## src/rtl/core/set_assoc_lru_writeback_cache_tags_core_assert.svh

```systemverilog
// Assertion macros for the cache tag store.
// Each macro takes a label, a clock, an active-low reset, an antecedent,
// a consequent and a message.
`ifndef SET_ASSOC_LRU_WRITEBACK_CACHE_TAGS_CORE_ASSERT_SVH
`define SET_ASSOC_LRU_WRITEBACK_CACHE_TAGS_CORE_ASSERT_SVH

// The consequent must hold in the same cycle as the antecedent.
`define SALC_ASSERT_SAME(label, clk, rst_n, ante, cons, msg) \
    label: assert property (@(posedge clk) disable iff (!(rst_n)) (ante) |-> (cons)) \
        else $error(msg);

// The consequent must hold in the cycle after the antecedent.
`define SALC_ASSERT_NEXT(label, clk, rst_n, ante, cons, msg) \
    label: assert property (@(posedge clk) disable iff (!(rst_n)) (ante) |=> (cons)) \
        else $error(msg);

`endif

```

## src/rtl/core/salc_pkg.sv

```systemverilog
`default_nettype none
// ----------------------------------------------------------------------------
// salc_pkg
// Types, constants and helpers shared by the cache tag store modules.
// ----------------------------------------------------------------------------
package salc_pkg;

    localparam int NUM_SETS  = 256;
    localparam int NUM_WAYS  = 4;
    localparam int TAG_BITS  = 24;
    localparam int ADDR_W    = 32;
    localparam int SET_IN_W  = 8;
    localparam int SET_W     = $clog2(NUM_SETS);
    localparam int WAY_W     = $clog2(NUM_WAYS);
    localparam int RANK_W    = WAY_W;

    // Access kinds.
    localparam logic FUNC_READ  = 1'b0;
    localparam logic FUNC_WRITE = 1'b1;

    typedef logic [SET_W-1:0]  t_set;
    typedef logic [WAY_W-1:0]  t_way;
    typedef logic [RANK_W-1:0] t_rank;

    typedef struct packed {
        logic                func;
        logic [SET_IN_W-1:0] set_sel;
        logic [TAG_BITS-1:0] tag;
        logic [ADDR_W-1:0]   full_address;
    } t_req;

    typedef struct packed {
        logic              hit;
        logic              writeback;
        logic [ADDR_W-1:0] writeback_address;
    } t_rsp;

    // Replacement state of one set; this part has a defined reset value.
    typedef struct packed {
        logic [NUM_WAYS-1:0]             valid;
        logic [NUM_WAYS-1:0]             dirty;
        logic [NUM_WAYS-1:0][RANK_W-1:0] rank;
    } t_meta;

    // One set as held in the row memory.
    typedef struct packed {
        logic [NUM_WAYS-1:0][TAG_BITS-1:0] tag;
        logic [NUM_WAYS-1:0][ADDR_W-1:0]   addr;
        t_meta                             meta;
    } t_row;

    // Replacement state of a set that has never been written.
    function automatic t_meta meta_reset();
        t_meta m;
        m.valid = '0;
        m.dirty = '0;
        for (int w = 0; w < NUM_WAYS; w++) begin
            m.rank[w] = RANK_W'(w);
        end
        return m;
    endfunction

endpackage
`default_nettype wire

```

## src/rtl/core/salc_way_update.sv

```systemverilog
`default_nettype none
// ----------------------------------------------------------------------------
// salc_way_update
// Tag compare, victim choice and LRU/dirty update for one set row.
// ----------------------------------------------------------------------------
module salc_way_update (
    input  wire salc_pkg::t_row i_row,
    input  wire salc_pkg::t_req i_req,
    output salc_pkg::t_row      o_row,
    output salc_pkg::t_rsp      o_rsp
);

    always_comb begin
        logic           hit;
        salc_pkg::t_way hit_way;
        salc_pkg::t_way victim;
        salc_pkg::t_rank largest;
        salc_pkg::t_rank hit_rank;

        hit     = 1'b0;
        hit_way = '0;
        for (int w = 0; w < salc_pkg::NUM_WAYS; w++) begin
            if (!hit && i_row.meta.valid[w] && (i_row.tag[w] == i_req.tag)) begin
                hit     = 1'b1;
                hit_way = salc_pkg::WAY_W'(w);
            end
        end

        // The last way holding the largest rank is the victim.
        victim  = '0;
        largest = i_row.meta.rank[0];
        for (int w = 0; w < salc_pkg::NUM_WAYS; w++) begin
            if (i_row.meta.rank[w] >= largest) begin
                largest = i_row.meta.rank[w];
                victim  = salc_pkg::WAY_W'(w);
            end
        end

        hit_rank = i_row.meta.rank[hit_way];
        o_row    = i_row;
        o_rsp    = '0;
        o_rsp.hit = hit;

        if (hit) begin
            for (int w = 0; w < salc_pkg::NUM_WAYS; w++) begin
                if ((salc_pkg::WAY_W'(w) != hit_way) && (i_row.meta.rank[w] < hit_rank)) begin
                    o_row.meta.rank[w] = i_row.meta.rank[w] + salc_pkg::t_rank'(1);
                end
            end
            o_row.meta.rank[hit_way] = '0;
            if (i_req.func == salc_pkg::FUNC_WRITE) begin
                o_row.meta.dirty[hit_way] = 1'b1;
            end
        end else begin
            for (int w = 0; w < salc_pkg::NUM_WAYS; w++) begin
                if ((salc_pkg::WAY_W'(w) != victim) &&
                    (i_row.meta.rank[w] < salc_pkg::RANK_W'(salc_pkg::NUM_WAYS - 1))) begin
                    o_row.meta.rank[w] = i_row.meta.rank[w] + salc_pkg::t_rank'(1);
                end
            end
            o_row.meta.rank[victim] = '0;
            o_rsp.writeback = i_row.meta.dirty[victim];
            if (i_row.meta.dirty[victim]) begin
                o_rsp.writeback_address = i_row.addr[victim];
            end
            o_row.meta.dirty[victim] = (i_req.func == salc_pkg::FUNC_WRITE);
            o_row.meta.valid[victim] = 1'b1;
            o_row.tag[victim]        = i_req.tag;
            o_row.addr[victim]       = i_req.full_address;
        end
    end

endmodule
`default_nettype wire

```

## config.mk

```make
export PLATFORM = sky130hd
export DESIGN_NAME = salc_way_update
export DESIGN_NICKNAME = d
export VERILOG_FILES = /design/src/rtl/core/set_assoc_lru_writeback_cache_tags_core_assert.svh /design/src/rtl/core/salc_pkg.sv /design/src/rtl/core/salc_way_update.sv
export SDC_FILE = /design/constraint.sdc
export NUM_CORES = 1
export LEC_CHECK = 0
export BUFFER_PORTS_ARGS = -buffer_cell sky130_fd_sc_hd__buf_2
export CAP_MARGIN = 25
export CORE_AREA = 2 2 227 229
export DETAILED_ROUTE_END_ITERATION = 10
export DIE_AREA = 0 0 229 231
export PLACE_DENSITY = 0.32
export SLEW_MARGIN = 25
export SYNTH_ARGS = -nofsm -noshare
export SYNTH_HDL_FRONTEND = slang
export SYNTH_SLANG_ARGS = --single-unit
```

## constraint.sdc

```tcl
create_clock -name vclk -period 9.7
set_input_delay 1.94 -clock vclk [all_inputs]
set_output_delay 1.94 -clock vclk [all_outputs]
set_load 0.01 [all_outputs]
```

## Yosys cells after proc, flatten, opt, wreduce, memory -nomap -nowiden

Cells that the tools add are included.

| storage, ports and cells | value |
|---|---|
| bits in registers | 0 |
| logic and storage cells | 111 |
| output and inout port bits | 274 |
| bits of input ports | 305 |

| cells by class | value |
|---|---|
| equality and inequality tests | 10 |
| bitwise operators | 6 |
| $lt $le $gt $ge | 15 |
| reductions and logical operators | 22 |
| multiplexer cells | 54 |
| add/sub/neg operators | 4 |

Operator list:

| operator | number |
|---|---|
| 228-bit 2-to-1 mux | 1 |
| 128-bit bitwise mux | 1 |
| 96-bit bitwise mux | 1 |
| 24-bit == test | 4 |
| 32-bit 2-to-1 mux | 3 |
| 32-bit binary-select mux with 2-bit select | 1 |
| 32-bit demux with 2-bit select | 1 |
| 2-bit 2-to-1 mux | 25 |
| 24-bit demux with 2-bit select | 1 |
| 33-bit 2-to-1 mux | 1 |
| 24-bit 2-to-1 mux | 1 |
| 1-bit logical AND | 17 |
| 8-bit bitwise AND | 2 |
| 8-bit NOT | 2 |
| 12-bit 2-to-1 mux | 1 |
| 1-bit 2-to-1 mux | 9 |
| 2-bit by 1-bit adder with 2-bit output (second input constant) | 4 |
| 2-bit demux with 2-bit select | 2 |
| 2-bit < comparator | 4 |
| 2-bit < comparator (second input constant) | 4 |
| 2-bit inequality test (first input constant) | 4 |
| 4-bit bitwise OR | 2 |
| 2-bit greater-or-equal comparator | 3 |
| 2-bit by 3-bit < comparator with 1-bit output (second input constant) | 2 |
| 9 further kinds | 15 |

## Logic depth before layout (Yosys ltp)

| depth | value |
|---|---|
| depth after elaboration | 23 |
| mapped depth | 23 |
| depth with buffers taken out | 21 |

## Least setup slack after synthesis

Ideal clock, no wire load.

| timing path | value |
|---|---|
| kind | input to output |
| start point | input port i_row[2] (netlist bit) |
| end point | output port o_row[174] (netlist bit) |
| stages on the path | 22 |
| arrival time | 5.371 ns |
| buffers on the path | 3 |
| data required time | 7.760 ns |
| slack | 2.389 ns |
| cells stage by stage | inv_1 > ha_1 > inv_1 > a21oi_1 > nor2_1 > nand2_1 > o21ai_0 > ha_1 > nor2b_1 > o21ba_2 > nand2_1 > o21ai_0 > ha_1 > nand2b_1 > a21o_1 > clkbuf_1 > nor2_1 > o21ai_0 > nor2_2 > buf_6 > buf_6 > mux2_4 |

RTL lines:

| what | RTL line | RTL |
|---|---|---|
| from (decl) | salc_way_update.sv:7 | `input wire salc_pkg::t_row i_row,` |
| to (decl) | salc_way_update.sv:9 | `output salc_pkg::t_row o_row,` |

==> impl_metrics.env <==
export IMPL_synth_mux_area_share_pct=44.00
export IMPL_gr_total_overflow=0
export IMPL_crit_slowest_cell="buf_4"
export IMPL_yosys_area_share_simple_pct=13.47
export IMPL_finalCriticalPeriod_ps=8830
export IMPL_synth_compound_area_share_pct=16.95
export IMPL_avgSynthCellArea_um2=8.337
export IMPL_antenna_found_initial=3
export IMPL_cts_hold_buf=0
export IMPL_yosys_area_share_adder_pct=3.174
export IMPL_preCtsSetupSlack_ps=806.8
export IMPL_ff_latch_area_um2=0
export IMPL_max_stage_delay_ps=560
export IMPL_yosys_warnings=0
export IMPL_worstPathCellList="buf_2 -> inv_1 -> ha_1 -> inv_1 -> a21oi_1 -> nor2_1 -> buf_4 -> o21ai_0 -> ha_1 -> nor2b_1 -> o21ba_2 -> nand2_1 -> o21ai_0 -> ha_1 -> nand2b_1 -> a21o_2 -> nor2_1 -> o21ai_0 -> nor2_4 -> buf_4 -> mux2_2 -> buf_2"
export IMPL_fmax_mhz=113.3
export IMPL_drtAntennaViolNets=0
export IMPL_grt_pass1_wl_mm=59.34
export IMPL_cts_setup_buffers=0
export IMPL_crit_path_end="o_row[168]"
export IMPL_synth_xor_area_share_pct=14.82
export IMPL_die_w_um=229
export IMPL_fin_nets=1565
export IMPL_yosysSeqAreaShare_pct=0
export IMPL_slew_violations=0
export IMPL_n_fill_cell=5888
export IMPL_setup_tns_ps=0
export IMPL_maxSlewHeadroom_pct=43.67
export IMPL_synth_cell_types=61
export IMPL_worst_slack_ps=870.4
export IMPL_drive_gt1_share_pct=67.34
export IMPL_viasPerCell=4.185
export IMPL_grt_usage_pct=15.13
export IMPL_die_h_um=231
export IMPL_numPortBuffers=571
export IMPL_grt_max_degree=34
export IMPL_setup_worst_path_start="i_row[2]"
export IMPL_via_count=8086
export IMPL_grt_pass1_vias=8315
export IMPL_hold_viol=0
export IMPL_start_util_pct=12.06
export IMPL_critPathArrivalTime_ps=6890
export IMPL_seq_cells=0
export IMPL_worst_pin_slew_ps=837.2
export IMPL_syn_nets=1050
export IMPL_path_max_fanout=31
export IMPL_num_clock_buffers=0
export IMPL_grt_setup_unrepaired="no"
export IMPL_syn_cell_area_mm2=0.006111
export IMPL_drc=0
export IMPL_outcome="finished clean"
export IMPL_placed_cells=1926
export IMPL_start_kind="primary input"
export IMPL_cts_resized=0
export IMPL_core_area_mm2=0.05068
export IMPL_synth_top_family_by_area="multiplexers"
export IMPL_dp_hpwl_mm=35.19
export IMPL_holdCritPathClass="in -> out"
export IMPL_core_rowCount=83
export IMPL_drt_initial_drc_count=288
export IMPL_first_pass_iters=5
export IMPL_synthToLayoutAreaGrowth_pct=57.92
export IMPL_synth_cells=733
export IMPL_wire_per_inst_um=22.32
export IMPL_final_cells=1932
export IMPL_place_gp_congestion=0.8245
export IMPL_maxCapViolCount=0
export IMPL_setup_worst_path_class="in -> out"
export IMPL_ios=579
export IMPL_setup_viol=0
export IMPL_endpoint_kind="output pin"
export IMPL_die_area_mm2=0.05290
export IMPL_period_share_pct=91.03
export IMPL_cp_required_ps=7760
export IMPL_drt_total_wl_mm=43.13
==> how the worst min path moves through the flow <==
stage,startpoint,to,slack [ps],cells after the start
final,i_row[13],o_row[13],4190,3
after global routing,i_row[13],o_row[13],4210,3
after CTS,i_row[13],o_row[13],4200,3
after detailed placement,i_row[13],o_row[13],4200,3
after global placement,i_row[13],o_row[13],4200,3
after floorplan,i_row[13],o_row[13],4000,1
==> layer usage <==
| layer | global-route usage [%] | routed length (um) |
|---|---|---|
| met5 | 0 | 0 |
| met4 | 2.537 | 695 |
| met3 | 2.841 | 2553 |
| met2 | 27.27 | 21510 |
| met1 | 18.83 | 18360 |
==> cell families (layout without fill, tap and decap cells) <==
kind of cell | count (synthesis) | after routing
muxes | 227 | 227
buffers and inverters | 86 | 599
adders and majority gates | 16 | 16
and+or+nand+nor | 152 | 152
xor gates and xnor gates | 100 | 100
AOI/OAI and AO/OA | 152 | 152
other | 0 | 6
==> final cells by class <==
class,instances,area [um2],share of cell area [%]
Multi-Input combinational cell,647,5722,59.29
Timing Repair Buffer,584,3005,31.14
Tap cell,680,850.8,8.816
Inverter,15,57.56,0.5964
Antenna cell,6,15.01,0.1556
==> Yosys cell counts, drive strengths merged (18+ instances only) <==
library cell | number | area share [%]
a21oi | 46 | 3.8
a221o | 32 | 5.2
buf | 35 | 4.4
clkbuf | 36 | 2.2
mux2 | 225 | 44
nand2 | 55 | 3.4
nand4 | 21 | 2.1
nor4 | 18 | 2.1
o21ai | 43 | 3.6
xnor2 | 56 | 8.5
xor2 | 44 | 6.3
==> critical path: cells and delay by family <==
family / cells / cell delay, ps
fa+ha+maj: 3 / 820
buf+inv: 6 / 1200
compound gates: 6 / 1430
simple gates: 6 / 1020
mux: 1 / 400
==> per-stage QoR <==
step	hold slack (ps)	area, um2	utilization (%)
CTS	4198	9623	18.99
floorplan	3999	6111	-
detailed placement	4198	9623	18.99
global route	4214	9641	19.02
global placement	4198	9623	18.99
finish	4188	9651	19.04
==> layout by cell type (no fill, tap or decap), drive strengths merged, types with 3 or more instances in the layout <==
master / n
mux2: 225
nand2b: 5
nor4: 18
nor2: 14
o21ai: 43
a21oi: 46
and2: 3
xor2: 44
nor3: 8
inv: 14
nor4b: 3
maj3: 4
ha: 12
a211o: 3
a221o: 32
diode: 6
or4: 6
o31ai: 4
nand4: 21
nand3: 8
nand2: 55
buf: 584
xnor2: 56
